$ cat src/sv/hsvr_pkg.sv
// ----------------------------------------------------------------------------
// hsvr_pkg
// types and constants shared by the hsv to rgb pipeline
// ----------------------------------------------------------------------------
package hsvr_pkg;

	localparam int HUE_W   = 16;
	localparam int PCT_W   = 7;
	localparam int LVL_W   = 8;
	localparam int DEG_W   = 9;
	localparam int SEXT_W  = 3;
	localparam int OFF_W   = 6;
	localparam int SPROD_W = 13;
	localparam int RAMP_W  = 21;

	localparam logic [PCT_W-1:0]   PCT_FULL  = 7'd100;
	localparam logic [DEG_W-1:0]   DEG_FULL  = 9'd360;
	localparam logic [OFF_W-1:0]   DEG_SEXT  = 6'd60;
	localparam logic [SPROD_W-1:0] RAMP_DEN  = 13'd6000;

	// reciprocals for exact truncating division over the reachable ranges
	localparam logic [15:0] RECIP_360  = 16'd46604;   // >> 24
	localparam logic [13:0] RECIP_100  = 14'd10486;   // >> 20
	localparam logic [10:0] RECIP_60   = 11'd1093;    // >> 16
	localparam logic [19:0] RECIP_6000 = 20'd715828;  // >> 32

	typedef enum logic [SEXT_W-1:0] {
		SEXT_RED_YEL,
		SEXT_YEL_GRN,
		SEXT_GRN_CYN,
		SEXT_CYN_BLU,
		SEXT_BLU_MAG,
		SEXT_MAG_RED
	} sextant_t;

	typedef struct packed {
		logic               valid;
		logic [DEG_W-1:0]   hue;
		sextant_t           sext;
		logic [PCT_W-1:0]   sat;
		logic [LVL_W-1:0]   lv;
		logic [LVL_W-1:0]   low;
	} mid_t;

endpackage

$ cat src/sv/hsv_to_rgb_percent.sv
// ----------------------------------------------------------------------------
// hsv_to_rgb_percent
// hsv color (hue in degrees, saturation and value in percent) to 8-bit rgb
// ----------------------------------------------------------------------------
// Takes one request per clock while not stalled and returns its rgb result
// in order. The six register stages are: input clamp and reciprocal
// multiplies, hue reduction mod 360, sextant split and low level, ramp
// saturation products, ramp level products, and the divide by 6000 with
// sextant routing into the output register. When the output is held by
// tready low the whole pipeline freezes and s_axis_tready drops, so nothing
// is lost or repeated; with tready high throughput is one item per cycle.
// ----------------------------------------------------------------------------
module hsv_to_rgb_percent (
	input  logic        clk,
	input  logic        arst_n,
	input  logic        s_axis_tvalid,
	output logic        s_axis_tready,
	input  logic [31:0] s_axis_tdata,   // hue[15:0], saturation[22:16], brightness[29:23]
	output logic        m_axis_tvalid,
	input  logic        m_axis_tready,
	output logic [23:0] m_axis_tdata    // red[7:0], green[15:8], blue[23:16]
);

	logic                          en;
	hsvr_pkg::mid_t                mid;
	logic [hsvr_pkg::LVL_W-1:0]    red, green, blue;

	assign en            = !m_axis_tvalid || m_axis_tready;
	assign s_axis_tready = en;

	hsvr_front u_front (
		.clk        (clk),
		.arst_n     (arst_n),
		.en         (en),
		.in_valid   (s_axis_tvalid),
		.hue        (s_axis_tdata[15:0]),
		.saturation (s_axis_tdata[22:16]),
		.brightness (s_axis_tdata[29:23]),
		.mid        (mid)
	);

	hsvr_back u_back (
		.clk       (clk),
		.arst_n    (arst_n),
		.en        (en),
		.mid       (mid),
		.out_valid (m_axis_tvalid),
		.red       (red),
		.green     (green),
		.blue      (blue)
	);

	assign m_axis_tdata = {blue, green, red};

endmodule

$ cat src/sv/hsvr_front.sv
// ----------------------------------------------------------------------------
// hsvr_front
// clamps inputs, reduces hue to 0..359 and sextant, scales value, forms low
// ----------------------------------------------------------------------------
module hsvr_front (
	input  logic                          clk,
	input  logic                          arst_n,
	input  logic                          en,
	input  logic                          in_valid,
	input  logic [hsvr_pkg::HUE_W-1:0]    hue,
	input  logic [hsvr_pkg::PCT_W-1:0]    saturation,
	input  logic [hsvr_pkg::PCT_W-1:0]    brightness,
	output hsvr_pkg::mid_t                mid
);

	logic [hsvr_pkg::PCT_W-1:0] sat_c, val_c;
	logic [14:0]                v255;
	logic [28:0]                lv_prod;
	logic [31:0]                hq_prod;

	logic                       valid_s1;
	logic [hsvr_pkg::HUE_W-1:0] hue_s1;
	logic [7:0]                 q_s1;
	logic [hsvr_pkg::PCT_W-1:0] sat_s1;
	logic [hsvr_pkg::LVL_W-1:0] lv_s1;

	logic [15:0]                qm;
	logic [15:0]                h16;

	logic                       valid_s2;
	logic [hsvr_pkg::DEG_W-1:0] h_s2;
	logic [hsvr_pkg::PCT_W-1:0] sat_s2;
	logic [hsvr_pkg::LVL_W-1:0] lv_s2;
	logic [14:0]                lowp_s2;

	logic [19:0]                sx_prod;
	logic [28:0]                low_prod;

	logic                       valid_s3;
	logic [hsvr_pkg::DEG_W-1:0] h_s3;
	logic [hsvr_pkg::SEXT_W-1:0] sext_s3;
	logic [hsvr_pkg::PCT_W-1:0] sat_s3;
	logic [hsvr_pkg::LVL_W-1:0] lv_s3;
	logic [hsvr_pkg::LVL_W-1:0] low_s3;

	always_comb begin
		sat_c   = (saturation > hsvr_pkg::PCT_FULL) ? hsvr_pkg::PCT_FULL : saturation;
		val_c   = (brightness > hsvr_pkg::PCT_FULL) ? hsvr_pkg::PCT_FULL : brightness;
		v255    = {val_c, 8'b0} - {8'b0, val_c};
		lv_prod = 29'(v255) * 29'(hsvr_pkg::RECIP_100);
		hq_prod = 32'(hue) * 32'(hsvr_pkg::RECIP_360);
	end

	always_ff @(posedge clk or negedge arst_n) begin
		if (!arst_n) begin
			valid_s1 <= 1'b0;
		end else if (en) begin
			valid_s1 <= in_valid;
		end
	end

	always_ff @(posedge clk) begin
		if (en) begin
			hue_s1 <= hue;
			q_s1   <= hq_prod[31:24];
			sat_s1 <= sat_c;
			lv_s1  <= lv_prod[27:20];
		end
	end

	always_comb begin
		qm  = 16'(q_s1) * 16'(hsvr_pkg::DEG_FULL);
		h16 = hue_s1 - qm;
	end

	always_ff @(posedge clk or negedge arst_n) begin
		if (!arst_n) begin
			valid_s2 <= 1'b0;
		end else if (en) begin
			valid_s2 <= valid_s1;
		end
	end

	always_ff @(posedge clk) begin
		if (en) begin
			h_s2    <= h16[hsvr_pkg::DEG_W-1:0];
			sat_s2  <= sat_s1;
			lv_s2   <= lv_s1;
			lowp_s2 <= 15'(lv_s1) * 15'(hsvr_pkg::PCT_FULL - sat_s1);
		end
	end

	always_comb begin
		sx_prod  = 20'(h_s2) * 20'(hsvr_pkg::RECIP_60);
		low_prod = 29'(lowp_s2) * 29'(hsvr_pkg::RECIP_100);
	end

	always_ff @(posedge clk or negedge arst_n) begin
		if (!arst_n) begin
			valid_s3 <= 1'b0;
		end else if (en) begin
			valid_s3 <= valid_s2;
		end
	end

	always_ff @(posedge clk) begin
		if (en) begin
			h_s3    <= h_s2;
			sext_s3 <= sx_prod[18:16];
			sat_s3  <= sat_s2;
			lv_s3   <= lv_s2;
			low_s3  <= low_prod[27:20];
		end
	end

	always_comb begin
		mid.valid = valid_s3;
		mid.hue   = h_s3;
		mid.sext  = hsvr_pkg::sextant_t'(sext_s3);
		mid.sat   = sat_s3;
		mid.lv    = lv_s3;
		mid.low   = low_s3;
	end

endmodule

$ cat src/sv/hsvr_back.sv
// ----------------------------------------------------------------------------
// hsvr_back
// forms the falling and rising ramps and routes levels by sextant
// ----------------------------------------------------------------------------
module hsvr_back (
	input  logic                          clk,
	input  logic                          arst_n,
	input  logic                          en,
	input  hsvr_pkg::mid_t                mid,
	output logic                          out_valid,
	output logic [hsvr_pkg::LVL_W-1:0]    red,
	output logic [hsvr_pkg::LVL_W-1:0]    green,
	output logic [hsvr_pkg::LVL_W-1:0]    blue
);

	logic [hsvr_pkg::DEG_W-1:0]   sm;
	logic [hsvr_pkg::DEG_W-1:0]   offd;
	logic [hsvr_pkg::OFF_W-1:0]   off;
	logic [hsvr_pkg::SPROD_W-1:0] sa, s60;

	logic                         valid_s4;
	hsvr_pkg::sextant_t           sext_s4;
	logic [hsvr_pkg::LVL_W-1:0]   lv_s4;
	logic [hsvr_pkg::LVL_W-1:0]   low_s4;
	logic [hsvr_pkg::SPROD_W-1:0] sa_s4;
	logic [hsvr_pkg::SPROD_W-1:0] sb_s4;

	logic                         valid_s5;
	hsvr_pkg::sextant_t           sext_s5;
	logic [hsvr_pkg::LVL_W-1:0]   lv_s5;
	logic [hsvr_pkg::LVL_W-1:0]   low_s5;
	logic [hsvr_pkg::RAMP_W-1:0]  fallp_s5;
	logic [hsvr_pkg::RAMP_W-1:0]  risep_s5;

	logic [40:0]                  fall_prod, rise_prod;
	logic [hsvr_pkg::LVL_W-1:0]   fall, rise;
	logic [hsvr_pkg::LVL_W-1:0]   r_d, g_d, b_d;

	logic                         valid_s6;

	always_comb begin
		sm   = 9'(mid.sext) * 9'(hsvr_pkg::DEG_SEXT);
		offd = mid.hue - sm;
		off  = offd[hsvr_pkg::OFF_W-1:0];
		sa   = 13'(mid.sat) * 13'(off);
		s60  = 13'(mid.sat) * 13'(hsvr_pkg::DEG_SEXT);
	end

	always_ff @(posedge clk or negedge arst_n) begin
		if (!arst_n) begin
			valid_s4 <= 1'b0;
		end else if (en) begin
			valid_s4 <= mid.valid;
		end
	end

	always_ff @(posedge clk) begin
		if (en) begin
			sext_s4 <= mid.sext;
			lv_s4   <= mid.lv;
			low_s4  <= mid.low;
			sa_s4   <= sa;
			sb_s4   <= s60 - sa;
		end
	end

	always_ff @(posedge clk or negedge arst_n) begin
		if (!arst_n) begin
			valid_s5 <= 1'b0;
		end else if (en) begin
			valid_s5 <= valid_s4;
		end
	end

	always_ff @(posedge clk) begin
		if (en) begin
			sext_s5  <= sext_s4;
			lv_s5    <= lv_s4;
			low_s5   <= low_s4;
			fallp_s5 <= 21'(lv_s4) * 21'(hsvr_pkg::RAMP_DEN - sa_s4);
			risep_s5 <= 21'(lv_s4) * 21'(hsvr_pkg::RAMP_DEN - sb_s4);
		end
	end

	always_comb begin
		fall_prod = 41'(fallp_s5) * 41'(hsvr_pkg::RECIP_6000);
		rise_prod = 41'(risep_s5) * 41'(hsvr_pkg::RECIP_6000);
		fall      = fall_prod[39:32];
		rise      = rise_prod[39:32];
		unique case (sext_s5)
			hsvr_pkg::SEXT_RED_YEL: begin
				r_d = lv_s5;  g_d = rise;  b_d = low_s5;
			end
			hsvr_pkg::SEXT_YEL_GRN: begin
				r_d = fall;   g_d = lv_s5; b_d = low_s5;
			end
			hsvr_pkg::SEXT_GRN_CYN: begin
				r_d = low_s5; g_d = lv_s5; b_d = rise;
			end
			hsvr_pkg::SEXT_CYN_BLU: begin
				r_d = low_s5; g_d = fall;  b_d = lv_s5;
			end
			hsvr_pkg::SEXT_BLU_MAG: begin
				r_d = rise;   g_d = low_s5; b_d = lv_s5;
			end
			default: begin
				r_d = lv_s5;  g_d = low_s5; b_d = fall;
			end
		endcase
	end

	always_ff @(posedge clk or negedge arst_n) begin
		if (!arst_n) begin
			valid_s6 <= 1'b0;
		end else if (en) begin
			valid_s6 <= valid_s5;
		end
	end

	always_ff @(posedge clk) begin
		if (en) begin
			red   <= r_d;
			green <= g_d;
			blue  <= b_d;
		end
	end

	assign out_valid = valid_s6;

endmodule
$ cat config.mk
export PLATFORM = sky130hd
export DESIGN_NAME = hsv_to_rgb_percent
export DESIGN_NICKNAME = d
export VERILOG_FILES = /design/src/sv/hsvr_pkg.sv /design/src/sv/hsv_to_rgb_percent.sv /design/src/sv/hsvr_front.sv /design/src/sv/hsvr_back.sv
export SDC_FILE = /design/constraint.sdc
export NUM_CORES = 2
export LEC_CHECK = 0
export ABC_CLOCK_PERIOD_IN_PS = 17200
export BUFFER_PORTS_ARGS = -buffer_cell sky130_fd_sc_hd__buf_2
export CORE_ASPECT_RATIO = 1.5
export CORE_MARGIN = 10
export CORE_UTILIZATION = 40
export CTS_BUF_LIST = sky130_fd_sc_hd__clkbuf_4
export DETAILED_ROUTE_END_ITERATION = 7
export GPL_TIMING_DRIVEN = 0
export PLACE_DENSITY = 0.56
export SETUP_SLACK_MARGIN = 0.02
export SLEW_MARGIN = 20
export SYNTH_ARGS = -nofsm -noshare
export SYNTH_HDL_FRONTEND = slang
export SYNTH_HIERARCHICAL = 1
export SYNTH_SLANG_ARGS = --single-unit
$ cat constraint.sdc
create_clock -name clk -period 17.2 [get_ports clk]
set_clock_uncertainty 0.05 [all_clocks]
set_input_delay 0.86 -clock clk [delete_from_list [all_inputs] [get_ports clk]]
set_output_delay 0.86 -clock clk [all_outputs]
set_load 0.01 [all_outputs]
; ---- Word level (Yosys, flattened, before mapping)
; Index checks and enable logic that the tools add are counted.
[word_totals]
ff_bits = 239
latchBits = 0
ram_bits = 0
rom_bits = 0
in_bits = 36
out_inout_bits = 26
elab_cells = 69
n_memories = 0
[classes]
n_addsub = 7
mul = 13
div = 0
n_lt_le_gt_ge = 2
n_eq_ne = 4
shifts = 0
muxes = 4
bitwise_logic = 0
n_reduce_logical = 7
[ops]
columns = operator, count
row1 = 21-bit by 18-bit multiplier with 38-bit output (second input constant), 2
row2 = 8-bit case mux with 3 select lines, 3
row3 = 15-bit by 13-bit multiplier with 27-bit output (second input constant), 2
row4 = 8-bit by 21-bit multiplier with 21-bit output, 2
row5 = 16-bit by 14-bit multiplier with 30-bit output (second input constant), 1
row6 = 13-bit by 13-bit subtractor with 14-bit output (first input constant), 2
row7 = 9-bit by 11-bit multiplier with 19-bit output (second input constant), 1
row8 = 8-bit by 15-bit multiplier with 15-bit output, 1
row9 = 15-bit by 7-bit subtractor with 15-bit output, 1
row10 = 7-bit > comparator (second input constant), 2
row11 = 7-bit by 6-bit multiplier with 13-bit output, 1
row12 = 13-bit subtractor, 1
row13 = 7-bit by 4-bit multiplier with 11-bit output (second input constant), 1
row14 = 9-bit subtractor, 1
row15 = 8-bit by 6-bit multiplier with 6-bit output (second input constant), 1
row16 = 2-bit OR reduction, 4
row17 = 7-bit by 7-bit subtractor with 8-bit output (first input constant), 1
row18 = 7-bit two-way mux, 1
row19 = 3-bit by 2-bit equality test with 1-bit output (second input constant), 2
row20 = 6-bit subtractor, 1
row21 = 3-bit by 4-bit multiplier with 4-bit output (second input constant), 1
row22 = 3-bit by 1-bit equality test with 1-bit output (second input constant), 1
row23 = 3-bit equality test (second input constant), 1
row24 = 3-bit logical NOT, 1
row25 = 2 further kinds, 2

; ---- Longest topological paths before layout
[logic_depth]
depth_word = 4
depth_mapped = 31

; ---- Cells and area by module
; Netlist, hierarchy kept.
[modules_own_cells]
columns = module, n_inst, cells_each, area_each_um2, seq_area_each_um2
row1 = hsvr_back, 1, 2818, 27931.8, 3918.8
row2 = hsvr_front, 1, 1619, 17081.4, 3198.1
row3 = hsv_to_rgb_percent, 1, 1, 6.3, 0.0

; ---- Worst setup path before layout
; No wires, ideal clock.
[synth_timing]
path_kind = input port to flip-flop
startpoint = input port m_axis_tready
endpoint = register u_back.valid_s6 (netlist: u_back/out_valid)
setup_time_ps = 96
arrival_ps = 7521
path_slack_ps = 9534
stages = 2
path_cell_list = nand2b_1 mux2_2
[synth_between]
elab_chain_cells = 1
[synth_lines]
columns = item, line
row1 = from (decl), hsv_to_rgb_percent.sv:20  ; input logic m_axis_tready,
row2 = 1-bit logical OR, hsv_to_rgb_percent.sv:28  ; assign en = !m_axis_tvalid || m_axis_tready;
row3 = to (signal assigned), hsvr_back.sv:116  ; valid_s6 <= valid_s5;
row4 = to (decl), hsvr_back.sv:39  ; logic valid_s6;
; Every way passes these cells.
; A chain may end at the register's enable or synchronous reset.

; ---- Worst setup path after layout
[layout_timing]
startpoint = input port s_axis_tdata[25]
endpoint = register u_front/lv_s1[5] (netlist bit) (data pin)
[layout_between]
elab_chain_cells = 4
[layout_lines]
columns = item, line
row1 = from (decl), hsv_to_rgb_percent.sv:18  ; input logic [31:0] s_axis_tdata,
row2 = 7-bit > comparator, hsvr_front.sv:48  ; val_c = (brightness > hsvr_pkg::PCT_FULL) ? hsvr_pkg::PCT_FULL : brightness;
row3 = 7-bit two-way mux (*), hsvr_front.sv:48
row4 = 15-bit by 7-bit subtractor with 15-bit output (*), hsvr_front.sv:49  ; v255 = {val_c, 8'b0} - {8'b0, val_c};
row5 = 15-bit by 13-bit multiplier with 27-bit output (*), hsvr_front.sv:50  ; lv_prod = 29'(v255) * 29'(hsvr_pkg::RECIP_100);
row6 = via u_front.lv_prod[25], hsvr_front.sv:18  ; logic [28:0] lv_prod;
row7 = to (signal assigned), hsvr_front.sv:67  ; lv_s1 <= lv_prod[27:20];
row8 = to (decl), hsvr_front.sv:25  ; logic [hsvr_pkg::LVL_W-1:0] lv_s1;
; Mark *: on every way through the listed nets, which the timed path passes. The rest lies on a longest branch.

==> results.md <==
- From synthesis to final layout, the design area changed by 6.72%.
- The total count of hold-check failures in the final report came to 0.
- The final-report max-slew violation count is 0.
- The total of endpoints with negative setup slack in the final report is 0.
- The area of the placeable core is 111000 um2.
- Using the TritonRoute via totals, the vias-per-cell ratio works out to 4.87.
- The die covers 126000 um2.
- Counting stages on the worst path, the most repeated cell is sky130_fd_sc_hd__inv_1.
- Detailed routing inserted a total of 29500 vias.
- The synthesized netlist net count is 6018.
- The worst setup path is captured at a flip-flop.
- The depth of the CTS H-tree is 2.
- The number of buffers between clock root and the deepest sink is 3.
- The worst pin sits at a relative slew slack of 31.4%.
- The first global-routing pass estimated 166000 um of wire.
- Summed over all failing endpoints, the final setup total negative slack is 0 ns.
- The die is 294 um wide.
- The flow ran to the end, and the final reports show no timing, DRC or antenna violations.
- The library cells used most frequently in the layout, excluding fill and tap cells, are sky130_fd_sc_hd__inv_1, sky130_fd_sc_hd__ha_1, sky130_fd_sc_hd__fa_1, sky130_fd_sc_hd__edfxtp_1, sky130_fd_sc_hd__nand2_1.
- The count of cells along the worst hold path is 2.
- The cell with the biggest individual delay on the critical path is sky130_fd_sc_hd__nor2_1.
- The total of cells resized after clock tree synthesis is 0.
- The synthesis warning total is 6.
- The layout has 11000 filler cells.
- The via count of the first global-routing pass is 32800.
- The library cell used as clock root buffer is sky130_fd_sc_hd__clkbuf_4.
- Static timing analysis puts the maximum clock frequency at 130 MHz.
- The total grt overflow is 0.
- Entering global routing, the biggest net connects 53 pins.
- The final standard cell utilization of the core is 43.0%.
- The critical-path maximum fanout is 7.
- The arrival time reported for the critical path endpoint is 8.25 ns.
- In the finished design, the share of the clock period the worst path needs comes to 44.7%.
- 62 I/O pins were placed.
- The critical path required time is 17.76 ns.
- The clock sink count is 235.
- The count of mapped cells out of synthesis is 4435.
- The effective utilization at floorplan is 40.3%.
- The routed design has 99500 um of wire.
- The library cell used most frequently in the layout, excluding fill and tap cells, is sky130_fd_sc_hd__inv_1.
- The post-synthesis area per instance is 10.1 um2.
- The number of buffer cells added on primary ports is 57.
- The instance area at placement is 47100 um2.
- The clock period minus final worst setup slack is 7.69 ns.
- In the routed design, unresolved DRC markers number 0.
- The number of buffers created by CTS is 60.
- The tool flagged a number of max-cap violations equal to 0.
- Detailed placement finished with a half-perimeter wire length of 87400 um.
- Measured in cells, the most critical reg-to-reg path has a length of 25.
- The number of setup buffers added after CTS is 0.
- The min-delay analysis places its worst path in the category in -> reg.
- The critical path runs through a total of 30 cells.
- In this run the cell area of the synthesized design comes to 44900 um2.
- The average routed wire per standard cell is 16.4 um.
- The share of final-layout standard cells stronger than drive strength 1 is 4.30%.
- The die boundary height is 430 um.
- Among cell families on the critical path, the largest total delay comes from adder cells.
- Setup repair after global routing left no endpoint under its margin.
- The cell row count is 150.
- The post-layout net count is 6143.
- The clock tree from TritonCTS is yes.
- The area of all placed cells without fillers is 47900 um2.
- The residual antenna-violating net count after detailed routing is 0.
- The setup path with the least slack is of type in -> reg.
- The initial antenna violation count was 3.
- Clock-pin slew was measured on the worst setup and hold paths at 0.07 ns.
- Before antenna repair, the detailed router went through 5 iterations.
- The critical path contains buffers and inverters numbering 9 combined.
- The detailed router's first-iteration violation count is 1034.
- The clock latency at the later pin of the worst-skew pair is 0.87 ns.
- In this design, the stage delay of the slowest critical-path cell is 0.55 ns.
- The transition at the pin with the smallest max-transition slack is 1.02 ns.
- The congestion estimate from routability-driven global placement came to 0.912.
- The type of origin of the critical path is an input pin.
- In the global route stage, overall resource usage came out at 16.4%.
## routing by layer
metal	part of all wire, %	routed length [um]	up-vias	global-route usage [%]
met5	0	0	-	0
met4	4.5	4430	0	6.86
met3	2.2	2170	184	1.49
met2	55	55100	418	32.0
met1	38	37700	14600	17.6
li1	-	-	14300	-
## timing repair
item,CTS,global route
endpoints found under the hold margin,6,0
setup endpoints to repair,0,0
hold buffers,1,0
## final cells by class
class	instances	area [um2]	share of cell area (%)
inverters	1273	4780	9.97
diodes	4	10.0	0.0209
multi-input cells	2884	33000	68.7
repair buffers	63	410	0.856
plain buffers	43	168	0.350
flip-flops and latches	235	7030	14.7
well taps	1444	1810	3.77
clock inverters	20	140	0.292
clock buffers	86	646	1.35
## registers in the layout, indices dropped and copies added (netlist names), 9 cells and up
signal / flops
u_back/fallp_s5: 21
u_back/risep_s5: 20
u_front/lowp_s2: 15
u_back/sa_s4: 13
u_back/sb_s4: 12
u_front/h_s2: 9
u_front/hue_s1: 9
## worst register-to-register path, cell delays in order (launching register included)
cell and delay, ns:
sky130_fd_sc_hd__edfxtp_1 0.44, sky130_fd_sc_hd__inv_1 0.09, sky130_fd_sc_hd__fa_1 0.58, sky130_fd_sc_hd__inv_1 0.06, sky130_fd_sc_hd__ha_1 0.27, sky130_fd_sc_hd__inv_1 0.04, sky130_fd_sc_hd__ha_1 0.30, sky130_fd_sc_hd__a21oi_1 0.08
sky130_fd_sc_hd__xnor2_1 0.56, sky130_fd_sc_hd__nand2b_1 0.22, sky130_fd_sc_hd__fa_1 0.43, sky130_fd_sc_hd__fa_1 0.53, sky130_fd_sc_hd__fa_1 0.55, sky130_fd_sc_hd__inv_1 0.04, sky130_fd_sc_hd__ha_1 0.33, sky130_fd_sc_hd__a21oi_1 0.18
sky130_fd_sc_hd__o21bai_1 0.12, sky130_fd_sc_hd__a21o_1 0.19, sky130_fd_sc_hd__a21o_1 0.19, sky130_fd_sc_hd__a21o_1 0.18, sky130_fd_sc_hd__a21o_1 0.18, sky130_fd_sc_hd__xnor2_1 0.45, sky130_fd_sc_hd__ha_1 0.37, sky130_fd_sc_hd__nor2b_1 0.15
sky130_fd_sc_hd__or3b_1 0.35, sky130_fd_sc_hd__nand3_1 0.08
## metrics by stage
step / cells / worst slack [ns] / hold WS, ns
detailed placement: 5941 / 8.59 / 0.355
finish: 6052 / 9.51 / 0.211
floorplan: 4435 / 9.61 / 0.350
CTS: 6048 / 9.57 / 0.126
global route: 6051 / 9.00 / 0.143
global placement: 5936 / 6.19 / 0.353
## worst paths after layout
kind | start | to | slack [ns]
max in group asynchronous | arst_n | u_front/valid_s1 | 16.66
worst max-delay path | s_axis_tdata[25] | u_front/lv_s1[5] | 9.51
worst min register to register | u_front/lv_s2[6] | u_front/lv_s3[6] | 0.36
min in group asynchronous | arst_n | u_back/out_valid | 0.28
worst min-delay path | s_axis_tvalid | u_front/valid_s1 | 0.21
worst max register to register | u_front/sext_s3[0] | u_back/sb_s4[11] | 10.07
Power is left out: the tool's default activity adds up to more than one toggle a clock period on the data nets, which glitch-free logic cannot reach.
